## src/sv/cfa_enc_pkg.sv

```systemverilog
// Shared types and constants for the call frame instruction encoder.
// Used by every module of the block; depends on nothing.
`default_nettype none

package cfa_enc_pkg;

    // Register numbers at or above this limit are rejected.
    localparam logic [63:0] REG_LIMIT = 64'd188;

    // Depth of the queue between the classifier and the byte sequencer.
    localparam int QUEUE_DEPTH = 2;
    localparam int QPTR_W      = $clog2(QUEUE_DEPTH);
    localparam int QCNT_W      = $clog2(QUEUE_DEPTH + 1);

    // Configuration register indexes.
    localparam logic [1:0] CFG_WIDE_MODE      = 2'd0;
    localparam logic [1:0] CFG_ADDS_CLOSED    = 2'd1;
    localparam logic [1:0] CFG_BIG_ENDIAN_OUT = 2'd2;

    // Result status codes.
    localparam logic [1:0] ST_OK     = 2'd0;
    localparam logic [1:0] ST_RANGE  = 2'd1;
    localparam logic [1:0] ST_OPCODE = 2'd2;
    localparam logic [1:0] ST_CLOSED = 2'd3;

    // Call frame opcodes.
    localparam logic [7:0] OP_NOP              = 8'h00;
    localparam logic [7:0] OP_SET_LOC          = 8'h01;
    localparam logic [7:0] OP_ADVANCE_LOC1     = 8'h02;
    localparam logic [7:0] OP_ADVANCE_LOC2     = 8'h03;
    localparam logic [7:0] OP_ADVANCE_LOC4     = 8'h04;
    localparam logic [7:0] OP_OFFSET_EXTENDED  = 8'h05;
    localparam logic [7:0] OP_RESTORE_EXTENDED = 8'h06;
    localparam logic [7:0] OP_UNDEFINED        = 8'h07;
    localparam logic [7:0] OP_SAME_VALUE       = 8'h08;
    localparam logic [7:0] OP_REGISTER         = 8'h09;
    localparam logic [7:0] OP_REMEMBER_STATE   = 8'h0a;
    localparam logic [7:0] OP_RESTORE_STATE    = 8'h0b;
    localparam logic [7:0] OP_DEF_CFA          = 8'h0c;
    localparam logic [7:0] OP_DEF_CFA_REGISTER = 8'h0d;
    localparam logic [7:0] OP_DEF_CFA_OFFSET   = 8'h0e;
    localparam logic [7:0] OP_ADVANCE_LOC      = 8'h40;
    localparam logic [7:0] OP_OFFSET           = 8'h80;
    localparam logic [7:0] OP_RESTORE          = 8'hc0;

    // Configuration as seen by the classifier.
    typedef struct packed {
        logic wide_mode;
        logic adds_closed;
        logic big_endian_out;
    } cfa_enc_cfg_t;

    // One classified instruction: a head byte, an optional fixed-width field
    // (already in emission order, low byte first), then up to two LEB128 fields.
    typedef struct packed {
        logic        err;
        logic [1:0]  status;
        logic [7:0]  head;
        logic        fix_en;
        logic [3:0]  fix_len;
        logic        uleb_a;
        logic        uleb_b;
        logic [63:0] val_a;
        logic [63:0] val_b;
    } cfa_enc_desc_t;

endpackage

`default_nettype wire

```

## src/sv/cfa_enc_if.sv

```systemverilog
// Channel interfaces of the call frame instruction encoder: instruction input,
// encoded byte output and configuration writes. No dependencies.
`default_nettype none

interface cfa_enc_in_if;
    logic        valid;
    logic        ready;
    logic [7:0]  action;
    logic [63:0] first_operand;
    logic [63:0] second_operand;

    modport source (output valid, output action, output first_operand,
                    output second_operand, input ready);
    modport sink (input valid, input action, input first_operand,
                  input second_operand, output ready);
endinterface

interface cfa_enc_out_if;
    logic        valid;
    logic        ready;
    logic [7:0]  out_byte;
    logic        byte_valid;
    logic [31:0] byte_position;
    logic        last_byte;
    logic [1:0]  status;

    modport source (output valid, output out_byte, output byte_valid,
                    output byte_position, output last_byte, output status,
                    input ready);
    modport sink (input valid, input out_byte, input byte_valid,
                  input byte_position, input last_byte, input status,
                  output ready);
endinterface

interface cfa_enc_cfg_if;
    logic       valid;
    logic       ready;
    logic [1:0] index;
    logic       data;

    modport source (output valid, output index, output data, input ready);
    modport sink (input valid, input index, input data, output ready);
endinterface

`default_nettype wire

```

## src/sv/cfa_instruction_encoder.sv

```systemverilog
// Top level of the call frame instruction encoder: configuration registers and
// the classifier, queue and byte sequencer. Depends on cfa_enc_pkg, cfa_enc_if.
//
//   Channel  Dir  Carries
//   instr    in   action, first_operand, second_operand (valid/ready)
//   enc      out  out_byte, byte_valid, byte_position, last_byte, status
//   cfg      in   index, data register writes (always ready)
//
// An instruction yields the head byte and then its field bytes, emitted by the
// byte sequencer one byte a cycle while the output is not stalled; the next
// instruction leaves the queue as the last byte of the one before is emitted.
// A two-entry queue lets instructions transfer while earlier ones are emitted.
// Reset clears the configuration and the running byte offset.
// A stalled output holds its result; the sequencer and queue then stall in turn.
`default_nettype none

module cfa_instruction_encoder (
    input  logic         clk,
    input  logic         rst_n,
    cfa_enc_in_if.sink   instr,
    cfa_enc_out_if.source enc,
    cfa_enc_cfg_if.sink  cfg
);
    import cfa_enc_pkg::*;

    cfa_enc_cfg_t  cfg_reg;
    logic          q_push;
    logic          q_pop;
    logic          q_full;
    logic          q_empty;
    cfa_enc_desc_t push_desc;
    cfa_enc_desc_t head_desc;

    // Configuration writes are always taken.
    assign cfg.ready = 1'b1;

    always_ff @(posedge clk or negedge rst_n)
    begin
        if (!rst_n)
        begin
            cfg_reg <= '0;
        end
        else if (cfg.valid)
        begin
            unique case (cfg.index)
                CFG_WIDE_MODE:      cfg_reg.wide_mode      <= cfg.data;
                CFG_ADDS_CLOSED:    cfg_reg.adds_closed    <= cfg.data;
                CFG_BIG_ENDIAN_OUT: cfg_reg.big_endian_out <= cfg.data;
                default:            cfg_reg <= cfg_reg;
            endcase
        end
    end

    cfa_enc_front u_front (
        .instr  (instr),
        .cfg    (cfg_reg),
        .q_full (q_full),
        .q_push (q_push),
        .q_desc (push_desc)
    );

    cfa_enc_queue u_queue (
        .clk       (clk),
        .rst_n     (rst_n),
        .push      (q_push),
        .push_desc (push_desc),
        .pop       (q_pop),
        .head_desc (head_desc),
        .full      (q_full),
        .empty     (q_empty)
    );

    cfa_enc_back u_back (
        .clk     (clk),
        .rst_n   (rst_n),
        .q_desc  (head_desc),
        .q_empty (q_empty),
        .q_pop   (q_pop),
        .enc     (enc)
    );

endmodule

`default_nettype wire

```

## src/sv/cfa_enc_front.sv

```systemverilog
// Front end: accepts instructions, checks ranges and opcode, and builds a
// descriptor for the byte sequencer. Depends on cfa_enc_pkg and cfa_enc_in_if.
`default_nettype none

module cfa_enc_front (
    cfa_enc_in_if.sink                  instr,
    input  cfa_enc_pkg::cfa_enc_cfg_t   cfg,
    input  logic                        q_full,
    output logic                        q_push,
    output cfa_enc_pkg::cfa_enc_desc_t  q_desc
);
    import cfa_enc_pkg::*;

    // Put the low len bytes in big endian emission order when asked.
    function automatic logic [63:0] order_bytes(input logic [63:0] v,
                                                input logic [3:0] len,
                                                input logic big);
        logic [63:0] r;
        r = v;
        if (big)
        begin
            unique case (len)
                4'd2:
                begin
                    for (int i = 0; i < 2; i++)
                        r[8*i +: 8] = v[8*(1-i) +: 8];
                end
                4'd4:
                begin
                    for (int i = 0; i < 4; i++)
                        r[8*i +: 8] = v[8*(3-i) +: 8];
                end
                4'd8:
                begin
                    for (int i = 0; i < 8; i++)
                        r[8*i +: 8] = v[8*(7-i) +: 8];
                end
                default: r = v;
            endcase
        end
        return r;
    endfunction

    logic [63:0] a;
    logic [63:0] b;
    logic [63:0] delta_a;
    logic [63:0] scaled_a;
    logic [63:0] scaled_b;
    logic        a_bad;
    logic        b_bad;
    cfa_enc_desc_t d;

    assign a        = instr.first_operand;
    assign b        = instr.second_operand;
    assign delta_a  = {2'b00, a[63:2]};
    assign scaled_a = cfg.wide_mode ? {2'b00, a[63:2]} : {32'd0, a[33:2]};
    assign scaled_b = cfg.wide_mode ? {2'b00, b[63:2]} : {32'd0, b[33:2]};
    assign a_bad    = (a >= REG_LIMIT);
    assign b_bad    = (b >= REG_LIMIT);

    // Classify the opcode and lay out the fields that follow the head byte.
    always_comb
    begin
        d         = '0;
        d.status  = ST_OK;
        d.head    = instr.action;
        if (cfg.adds_closed)
        begin
            d.err    = 1'b1;
            d.status = ST_CLOSED;
        end
        else
        begin
            unique case (instr.action)
                OP_ADVANCE_LOC:
                begin
                    if (|a[63:8])
                    begin
                        d.err    = 1'b1;
                        d.status = ST_RANGE;
                    end
                    d.head = OP_ADVANCE_LOC | {2'b00, a[7:2]};
                end
                OP_OFFSET:
                begin
                    if (|a[63:6])
                    begin
                        d.err    = 1'b1;
                        d.status = ST_RANGE;
                    end
                    d.head   = OP_OFFSET | {2'b00, a[5:0]};
                    d.uleb_a = 1'b1;
                    d.val_a  = scaled_b;
                end
                OP_RESTORE:
                begin
                    if (|a[63:6])
                    begin
                        d.err    = 1'b1;
                        d.status = ST_RANGE;
                    end
                    d.head = OP_RESTORE | {2'b00, a[5:0]};
                end
                OP_SET_LOC:
                begin
                    d.fix_en = 1'b1;
                    if (cfg.wide_mode)
                    begin
                        d.fix_len = 4'd8;
                        d.val_a   = order_bytes(a, 4'd8, cfg.big_endian_out);
                    end
                    else
                    begin
                        d.fix_len = 4'd4;
                        d.val_a   = order_bytes(a, 4'd4, cfg.big_endian_out);
                    end
                end
                OP_ADVANCE_LOC1:
                begin
                    if (|a[63:10])
                    begin
                        d.err    = 1'b1;
                        d.status = ST_RANGE;
                    end
                    d.fix_en  = 1'b1;
                    d.fix_len = 4'd1;
                    d.val_a   = delta_a;
                end
                OP_ADVANCE_LOC2:
                begin
                    if (|a[63:18])
                    begin
                        d.err    = 1'b1;
                        d.status = ST_RANGE;
                    end
                    d.fix_en  = 1'b1;
                    d.fix_len = 4'd2;
                    d.val_a   = order_bytes(delta_a, 4'd2, cfg.big_endian_out);
                end
                OP_ADVANCE_LOC4:
                begin
                    if (|a[63:34])
                    begin
                        d.err    = 1'b1;
                        d.status = ST_RANGE;
                    end
                    d.fix_en  = 1'b1;
                    d.fix_len = 4'd4;
                    d.val_a   = order_bytes(delta_a, 4'd4, cfg.big_endian_out);
                end
                OP_OFFSET_EXTENDED, OP_DEF_CFA:
                begin
                    if (a_bad)
                    begin
                        d.err    = 1'b1;
                        d.status = ST_RANGE;
                    end
                    d.uleb_a = 1'b1;
                    d.val_a  = a;
                    d.uleb_b = 1'b1;
                    d.val_b  = scaled_b;
                end
                OP_RESTORE_EXTENDED, OP_UNDEFINED, OP_SAME_VALUE, OP_DEF_CFA_REGISTER:
                begin
                    if (a_bad)
                    begin
                        d.err    = 1'b1;
                        d.status = ST_RANGE;
                    end
                    d.uleb_a = 1'b1;
                    d.val_a  = a;
                end
                OP_REGISTER:
                begin
                    if (a_bad || b_bad)
                    begin
                        d.err    = 1'b1;
                        d.status = ST_RANGE;
                    end
                    d.uleb_a = 1'b1;
                    d.val_a  = a;
                    d.uleb_b = 1'b1;
                    d.val_b  = b;
                end
                OP_REMEMBER_STATE, OP_RESTORE_STATE, OP_NOP:
                begin
                    d.head = instr.action;
                end
                OP_DEF_CFA_OFFSET:
                begin
                    d.uleb_a = 1'b1;
                    d.val_a  = scaled_a;
                end
                default:
                begin
                    d.err    = 1'b1;
                    d.status = ST_OPCODE;
                end
            endcase
        end
    end

    // An instruction transfers whenever the queue has room.
    assign instr.ready = !q_full;
    assign q_push      = instr.valid && !q_full;
    assign q_desc      = d;

endmodule

`default_nettype wire

```

## src/sv/cfa_enc_queue.sv

```systemverilog
// Short descriptor queue between the classifier and the byte sequencer.
// Depends on cfa_enc_pkg.
`default_nettype none

module cfa_enc_queue (
    input  logic                        clk,
    input  logic                        rst_n,
    input  logic                        push,
    input  cfa_enc_pkg::cfa_enc_desc_t  push_desc,
    input  logic                        pop,
    output cfa_enc_pkg::cfa_enc_desc_t  head_desc,
    output logic                        full,
    output logic                        empty
);
    import cfa_enc_pkg::*;

    cfa_enc_desc_t     mem_reg [QUEUE_DEPTH];
    logic [QPTR_W-1:0] wr_ptr_reg;
    logic [QPTR_W-1:0] rd_ptr_reg;
    logic [QCNT_W-1:0] count_reg;

    assign full      = (count_reg == QCNT_W'(QUEUE_DEPTH));
    assign empty     = (count_reg == '0);
    assign head_desc = mem_reg[rd_ptr_reg];

    // Entry storage.
    always_ff @(posedge clk)
    begin
        if (push)
            mem_reg[wr_ptr_reg] <= push_desc;
    end

    // Pointers and fill count.
    always_ff @(posedge clk or negedge rst_n)
    begin
        if (!rst_n)
        begin
            wr_ptr_reg <= '0;
            rd_ptr_reg <= '0;
            count_reg  <= '0;
        end
        else
        begin
            if (push)
                wr_ptr_reg <= (wr_ptr_reg == QPTR_W'(QUEUE_DEPTH - 1)) ? '0 : wr_ptr_reg + 1'b1;
            if (pop)
                rd_ptr_reg <= (rd_ptr_reg == QPTR_W'(QUEUE_DEPTH - 1)) ? '0 : rd_ptr_reg + 1'b1;
            if (push && !pop)
                count_reg <= count_reg + 1'b1;
            else if (pop && !push)
                count_reg <= count_reg - 1'b1;
        end
    end

endmodule

`default_nettype wire

```

## src/sv/cfa_enc_back.sv

```systemverilog
// Back end: walks one descriptor a byte per cycle unless the output stalls, emits LEB128
// and fixed fields, and numbers the bytes. Depends on cfa_enc_pkg and cfa_enc_out_if.
`default_nettype none

module cfa_enc_back (
    input  logic                        clk,
    input  logic                        rst_n,
    input  cfa_enc_pkg::cfa_enc_desc_t  q_desc,
    input  logic                        q_empty,
    output logic                        q_pop,
    cfa_enc_out_if.source               enc
);
    import cfa_enc_pkg::*;

    typedef enum logic [1:0] {PH_HEAD, PH_FIX, PH_ULEB_A, PH_ULEB_B} phase_t;

    phase_t        phase_reg;
    logic          busy_reg;
    cfa_enc_desc_t desc_reg;
    logic [63:0]   sh_reg;
    logic [3:0]    cnt_reg;
    logic [31:0]   offset_reg;
    logic          ov_reg;
    logic [7:0]    obyte_reg;
    logic          obv_reg;
    logic [31:0]   opos_reg;
    logic          olast_reg;
    logic [1:0]    ost_reg;

    phase_t        phase_next;
    logic [63:0]   sh_next;
    logic [3:0]    cnt_next;
    logic [7:0]    byte_now;
    logic          data_now;
    logic          last_now;
    logic          more;
    logic          step;
    logic          finish;

    assign more   = |sh_reg[63:7];
    assign step   = busy_reg && (!ov_reg || enc.ready);
    assign finish = step && last_now;
    assign q_pop  = !q_empty && (!busy_reg || finish);

    // Byte of the current phase and where the walk goes next.
    always_comb
    begin
        phase_next = phase_reg;
        sh_next    = sh_reg;
        cnt_next   = cnt_reg;
        byte_now   = 8'd0;
        data_now   = 1'b1;
        last_now   = 1'b0;
        unique case (phase_reg)
            PH_HEAD:
            begin
                byte_now = desc_reg.err ? 8'd0 : desc_reg.head;
                data_now = !desc_reg.err;
                last_now = desc_reg.err ||
                           (!desc_reg.fix_en && !desc_reg.uleb_a && !desc_reg.uleb_b);
                if (desc_reg.fix_en)
                begin
                    phase_next = PH_FIX;
                    sh_next    = desc_reg.val_a;
                    cnt_next   = desc_reg.fix_len;
                end
                else if (desc_reg.uleb_a)
                begin
                    phase_next = PH_ULEB_A;
                    sh_next    = desc_reg.val_a;
                end
                else
                begin
                    phase_next = PH_ULEB_B;
                    sh_next    = desc_reg.val_b;
                end
            end
            PH_FIX:
            begin
                byte_now = sh_reg[7:0];
                last_now = (cnt_reg == 4'd1);
                sh_next  = {8'd0, sh_reg[63:8]};
                cnt_next = cnt_reg - 4'd1;
            end
            PH_ULEB_A:
            begin
                byte_now = {more, sh_reg[6:0]};
                last_now = !more && !desc_reg.uleb_b;
                sh_next  = {7'd0, sh_reg[63:7]};
                if (!more)
                begin
                    phase_next = PH_ULEB_B;
                    sh_next    = desc_reg.val_b;
                end
            end
            PH_ULEB_B:
            begin
                byte_now = {more, sh_reg[6:0]};
                last_now = !more;
                sh_next  = {7'd0, sh_reg[63:7]};
            end
            default:
            begin
                byte_now = 8'd0;
            end
        endcase
    end

    // Sequencer state, running offset and the output register.
    always_ff @(posedge clk or negedge rst_n)
    begin
        if (!rst_n)
        begin
            phase_reg  <= PH_HEAD;
            busy_reg   <= 1'b0;
            desc_reg   <= '0;
            sh_reg     <= '0;
            cnt_reg    <= '0;
            offset_reg <= '0;
            ov_reg     <= 1'b0;
            obyte_reg  <= '0;
            obv_reg    <= 1'b0;
            opos_reg   <= '0;
            olast_reg  <= 1'b0;
            ost_reg    <= ST_OK;
        end
        else
        begin
            if (q_pop)
            begin
                desc_reg  <= q_desc;
                phase_reg <= PH_HEAD;
                busy_reg  <= 1'b1;
            end
            else if (finish)
            begin
                busy_reg <= 1'b0;
            end
            else if (step)
            begin
                phase_reg <= phase_next;
                sh_reg    <= sh_next;
                cnt_reg   <= cnt_next;
            end

            if (step)
            begin
                ov_reg    <= 1'b1;
                obyte_reg <= byte_now;
                obv_reg   <= data_now;
                opos_reg  <= offset_reg;
                olast_reg <= last_now;
                ost_reg   <= desc_reg.status;
                if (data_now)
                    offset_reg <= offset_reg + 32'd1;
            end
            else if (enc.ready)
            begin
                ov_reg <= 1'b0;
            end
        end
    end

    assign enc.valid         = ov_reg;
    assign enc.out_byte      = obyte_reg;
    assign enc.byte_valid    = obv_reg;
    assign enc.byte_position = opos_reg;
    assign enc.last_byte     = olast_reg;
    assign enc.status        = ost_reg;

endmodule

`default_nettype wire
```

## src/flat_wrapper.sv

```systemverilog
// flat-port wrapper written by rule: the top's interface ports become plain ports
module cfa_instruction_encoder_flat import cfa_enc_pkg::*;
  (clk, rst_n, instr_valid, instr_action, instr_first_operand, instr_second_operand, instr_ready, enc_valid, enc_out_byte, enc_byte_valid, enc_byte_position, enc_last_byte, enc_status, enc_ready, cfg_valid, cfg_index, cfg_data, cfg_ready);
  cfa_enc_in_if instr_i ();
  cfa_enc_out_if enc_i ();
  cfa_enc_cfg_if cfg_i ();
  input  logic clk;
  input  logic rst_n;
  input wire logic [$bits(instr_i.valid)-1:0] instr_valid;
  input wire logic [$bits(instr_i.action)-1:0] instr_action;
  input wire logic [$bits(instr_i.first_operand)-1:0] instr_first_operand;
  input wire logic [$bits(instr_i.second_operand)-1:0] instr_second_operand;
  output wire logic [$bits(instr_i.ready)-1:0] instr_ready;
  output wire logic [$bits(enc_i.valid)-1:0] enc_valid;
  output wire logic [$bits(enc_i.out_byte)-1:0] enc_out_byte;
  output wire logic [$bits(enc_i.byte_valid)-1:0] enc_byte_valid;
  output wire logic [$bits(enc_i.byte_position)-1:0] enc_byte_position;
  output wire logic [$bits(enc_i.last_byte)-1:0] enc_last_byte;
  output wire logic [$bits(enc_i.status)-1:0] enc_status;
  input wire logic [$bits(enc_i.ready)-1:0] enc_ready;
  input wire logic [$bits(cfg_i.valid)-1:0] cfg_valid;
  input wire logic [$bits(cfg_i.index)-1:0] cfg_index;
  input wire logic [$bits(cfg_i.data)-1:0] cfg_data;
  output wire logic [$bits(cfg_i.ready)-1:0] cfg_ready;
  assign instr_i.valid = instr_valid;
  assign instr_i.action = instr_action;
  assign instr_i.first_operand = instr_first_operand;
  assign instr_i.second_operand = instr_second_operand;
  assign instr_ready = instr_i.ready;
  assign enc_valid = enc_i.valid;
  assign enc_out_byte = enc_i.out_byte;
  assign enc_byte_valid = enc_i.byte_valid;
  assign enc_byte_position = enc_i.byte_position;
  assign enc_last_byte = enc_i.last_byte;
  assign enc_status = enc_i.status;
  assign enc_i.ready = enc_ready;
  assign cfg_i.valid = cfg_valid;
  assign cfg_i.index = cfg_index;
  assign cfg_i.data = cfg_data;
  assign cfg_ready = cfg_i.ready;
  cfa_instruction_encoder u_core (.clk(clk), .rst_n(rst_n), .instr(instr_i), .enc(enc_i), .cfg(cfg_i));
endmodule
```

## config.mk

```make
export PLATFORM = sky130hd
export DESIGN_NAME = cfa_instruction_encoder_flat
export DESIGN_NICKNAME = d
export VERILOG_FILES = /design/src/sv/cfa_enc_pkg.sv /design/src/sv/cfa_enc_if.sv /design/src/sv/cfa_instruction_encoder.sv /design/src/sv/cfa_enc_front.sv /design/src/sv/cfa_enc_queue.sv /design/src/sv/cfa_enc_back.sv /design/src/flat_wrapper.sv
export SDC_FILE = /design/constraint.sdc
export NUM_CORES = 1
export LEC_CHECK = 0
export ABC_AREA = 1
export BUFFER_PORTS_ARGS = -buffer_cell sky130_fd_sc_hd__buf_2
export CAP_MARGIN = 20
export CORE_MARGIN = 5
export CORE_UTILIZATION = 50
export DETAILED_ROUTE_END_ITERATION = 10
export GPL_TIMING_DRIVEN = 0
export PLACE_DENSITY = 0.68
export SLEW_MARGIN = 30
export SYNTH_ARGS = -nofsm -noshare
export SYNTH_HDL_FRONTEND = slang
export SYNTH_HIERARCHICAL = 1
export SYNTH_SLANG_ARGS = --single-unit
```

## constraint.sdc

```tcl
create_clock -name clk -period 8.6 [get_ports clk]
set_clock_uncertainty 0.05 [all_clocks]
set_input_delay 0 -clock clk [delete_from_list [all_inputs] [get_ports clk]]
set_output_delay 0 -clock clk [all_outputs]
set_load 0.02 [all_outputs]
```

==> qor.csv <==
stage,metric,value,unit
outcome,status,"complete, no violations",
clock_network,Clock Root Buffer,clkbuf_16,
clock_network,# H-tree levels,2,
power,Psw,4.354,mW
synthesis,Mean Syn Cell Area,8.769,um^2
global_routing,initial antenna violation count,1,
clock_network,CTS tree,built,
layout,layout cells sized above 1,15.42,%
power,Switching Fraction,38.38,%
synthesis,Synth area leader,edfxtp_1,
route,final WL,109.0,mm
power,Clock power frac,24.4,%
worst_setup_path,end of the critical path,u_core/u_queue/mem_reg[1][123],
sta,Worst-Margin Slew,0.8302,ns
power,Peak VDD IR,210.1,uV
layout,"Design Area, Final",0.03624,mm^2
global_routing,grt total ovfl,0,
power,internal power,6.989,mW
sta,crit path time final,3.198,ns
global_routing,pin count of the biggest net entering global routing,85,
synthesis,synth unique cells,45,
clock_network,cts bufs inserted,61,
layout,"Core Util, Final",61.29,%
placed_design,RD Place Congestion,1.065,
die,CORE AREA,0.05913,mm^2
clock_network,clock latency on the worst-skew pair,0.62,ns
route,vias,26560,
die,Rows,89,
synthesis,Synth area leaders,"edfxtp_1 (29%), dfrtp_1 (25%), nand2_1 (16%), mux2_2 (5.5%), nor2_1 (3.7%)",
power,Comb pwr share,36.8,%
synthesis,Post-synth EDFFs,292,
worst_setup_path,worst setup path startpoint,u_core/cfg_reg[2],
die,starting density of the core,50.63,%
power,power density cells,313.0,mW/mm^2
worst_setup_path,crit path max fanout,10,
global_routing,total track usage,33.05,%
worst_setup_path,worst reg2reg path startpoint,u_core/cfg_reg[2],
sta,RSZ-0062 raised after global routing,false,
sta,final setup margin,5.402,ns
placed_design,Port Buf Inserts,188,
worst_setup_path,kind of critical path,reg -> reg,
route,DRT Pass-1 Iters,7,
power,sequential power share,38.8,%
placed_design,pre-CTS setup slack,5.512,ns
job,max-cap viol count,0,
sta,upper clock frequency limit,312.7,MHz
die,Die X,254.7,um
sta,setup tns final,0,ns
placed_design,area post-placement,0.03220,mm^2
sta,"Setup violations, final",0,
worst_setup_path,R2R cell count,8,
sta,final hold viol count,0,
clock_network,Clock Path Buffers,3,
synthesis,synth warn,6,
clock_network,clk slew on worst S/H paths,0.07,ns
sta,Final Slew Violations,0,
synthesis,"Top FF cell, synth",dfrtp_1,
worst_setup_path,reg2reg setup slack,5.40,ns
synthesis,syn_nets,3562,
synthesis,"Seq/Total Area, Yosys",54.45,%
die,die area,0.06487,mm^2
placed_design,dpl cells,4387,
placed_design,HPWL Detailed,81.35,mm
worst_hold_path,Min-Delay Path Class,in -> reg,
synthesis,async set or reset register ratio after synthesis,50.76,%
die,chip height,254.7,um
worst_setup_path,worst reg2reg path endpoint,u_core/u_queue/mem_reg[1][123],
layout,ant diodes,0,
worst_hold_path,hold_sp,instr_first_operand[14],
layout,Finished Layout Cells,4691,
sta,Worst slew margin,44.66,%
synthesis,post-synthesis cell count,3414,
synthesis,mapped cell area,0.02994,mm^2
route,DR vias/cell,5.662,
route,ANT nets after route,0,
layout,Largest register FFs,292,
layout,Area Growth Syn to Fin,21.05,%
clock_network,postcts setup bufs,0,
route,DRT iter0 DRCs,3139,
global_routing,vias in the first global route,26170,
sta,"Period Utilization, post-route",37.18,%
clock_network,clock sinks,593,
power,leakage,16.34,nW
worst_setup_path,Required @ worst endpoint,8.99,ns
layout,Layout Nets,4013,
route,WL/cell,23.24,um
synthesis,synthesized flop and latch total,593,
global_routing,wire length of the first global-routing pass,160.1,mm
die,I/O pin cnt,191,
worst_setup_path,critical path startpoint category,flip-flop,
route,DRC violations left,0,
synthesis,post-synth top area share,29.29,%
worst_setup_path,Arrival @ worst endpoint,3.59,ns
worst_setup_path,CP Capture Type,flip-flop,
synth_stat cells, types with 5 or more instances:
cell type,n
nand2_1,1288
dfrtp_1,301
nor2_1,298
edfxtp_1,292
inv_1,181
nand3_1,175
mux2_2,146
a21oi_1,134
o21ai_0,94
buf_2,64
clkbuf_1,64
nand4_1,57
a22oi_1,56
o32ai_1,30
xor2_1,30
buf_4,27
o211ai_1,26
nor3_1,25
buf_6,22
o22ai_1,20
inv_2,14
nor2_2,8
o41ai_1,8
buf_1,7
o21ai_1,5
per-stage QoR:
stage	power [mW]	hold WS [ns]
floorplan	7.013	-0.3456
global placement	8.411	0.2165
detailed placement	8.464	-0.1173
CTS	11.33	0.03366
global route	11.97	0.1052
finish	11.34	0.09310
worst min-delay path by stage:
stage | endpoint | cells past startpoint
2_1_floorplan | u_core/cfg_reg[0] | 0
6_report | u_core/u_queue/mem_reg[1][76] | 5
3_3_place_gp | u_core/u_back/enc.valid | 4
4_1_cts | u_core/u_queue/mem_reg[1][76] | 5
3_5_place_dp | u_core/cfg_reg[1] | 1
5_1_grt | u_core/u_queue/mem_reg[1][76] | 5
what timing repair did:
item,in CTS,in global routing
endpoints found under the hold margin,519,0
hold buffers,188,0
resized for setup,0,0
power by group through the flow:
stage          logic (mW)  registers (mW)  clock network, mW
2_1_floorplan        2.59            4.42                  0
3_3_place_gp         3.89            4.52                  0
3_5_place_dp         4.04            4.43                  0
4_1_cts              4.12            4.39               2.82
5_1_grt              4.54            4.48               2.94
6_report             4.17            4.40               2.77
layer usage:
metal	track usage (%)	vias to the layer above	part of all wire (%)
met5	0	-	0.0073
met4	17.17	2	6.4
met3	5.578	302	8.5
met2	52.53	1396	45
met1	44.01	12600	40
li1	-	12260	-
logic make-up (layout without fill, tap and decap cells):
family          Yosys count  after routing  synth area share [%]
mux                     146            146                 5.492
fa+ha+maj                 4              4                0.1672
flops                   593            593                 54.45
other cells               1              1               0.01253
simple gates           1875           1875                 25.31
xor+xnor                 33             33                0.9654
compound gates          378            378                 7.611
buf+inv                 384            888                 5.997
layout by cell type (no fill, tap or decap), types with 30 or more instances in the layout:
cell type	Yosys	routed
clkbuf_16	0	63
mux2_2	146	146
o21ai_0	94	94
clkbuf_1	64	76
edfxtp_1	292	292
inv_1	181	180
nand3_1	175	175
nand4_1	57	57
a22oi_1	56	56
dfrtp_1	301	301
buf_2	64	251
nor2_1	298	297
o32ai_1	30	30
a21oi_1	134	134
xor2_1	30	30
nand2_1	1288	1288
dlygate4sd3_1	0	187
cell type report:
class	count	area [um^2]
fillers	5075	22890
flip-flops and latches	593	16300
multi-input cells	2437	11860
repair buffers	388	3181
clock buffers	82	1718
plain buffers	184	1037
well taps	773	967.2
inverters	200	765.7
clock inverters	34	415.4
critical path, stage by stage, from the launching register on:
cell and delay, ns:
dfrtp_1 0.36, buf_4 0.22, clkbuf_1 0.65, clkbuf_1 0.58, nand3_1 0.20, nand2_1 0.10, a21oi_1 0.04, dlygate4sd3_1 0.57
a21oi_1 0.21
Power figures use the tool's default switching activity.
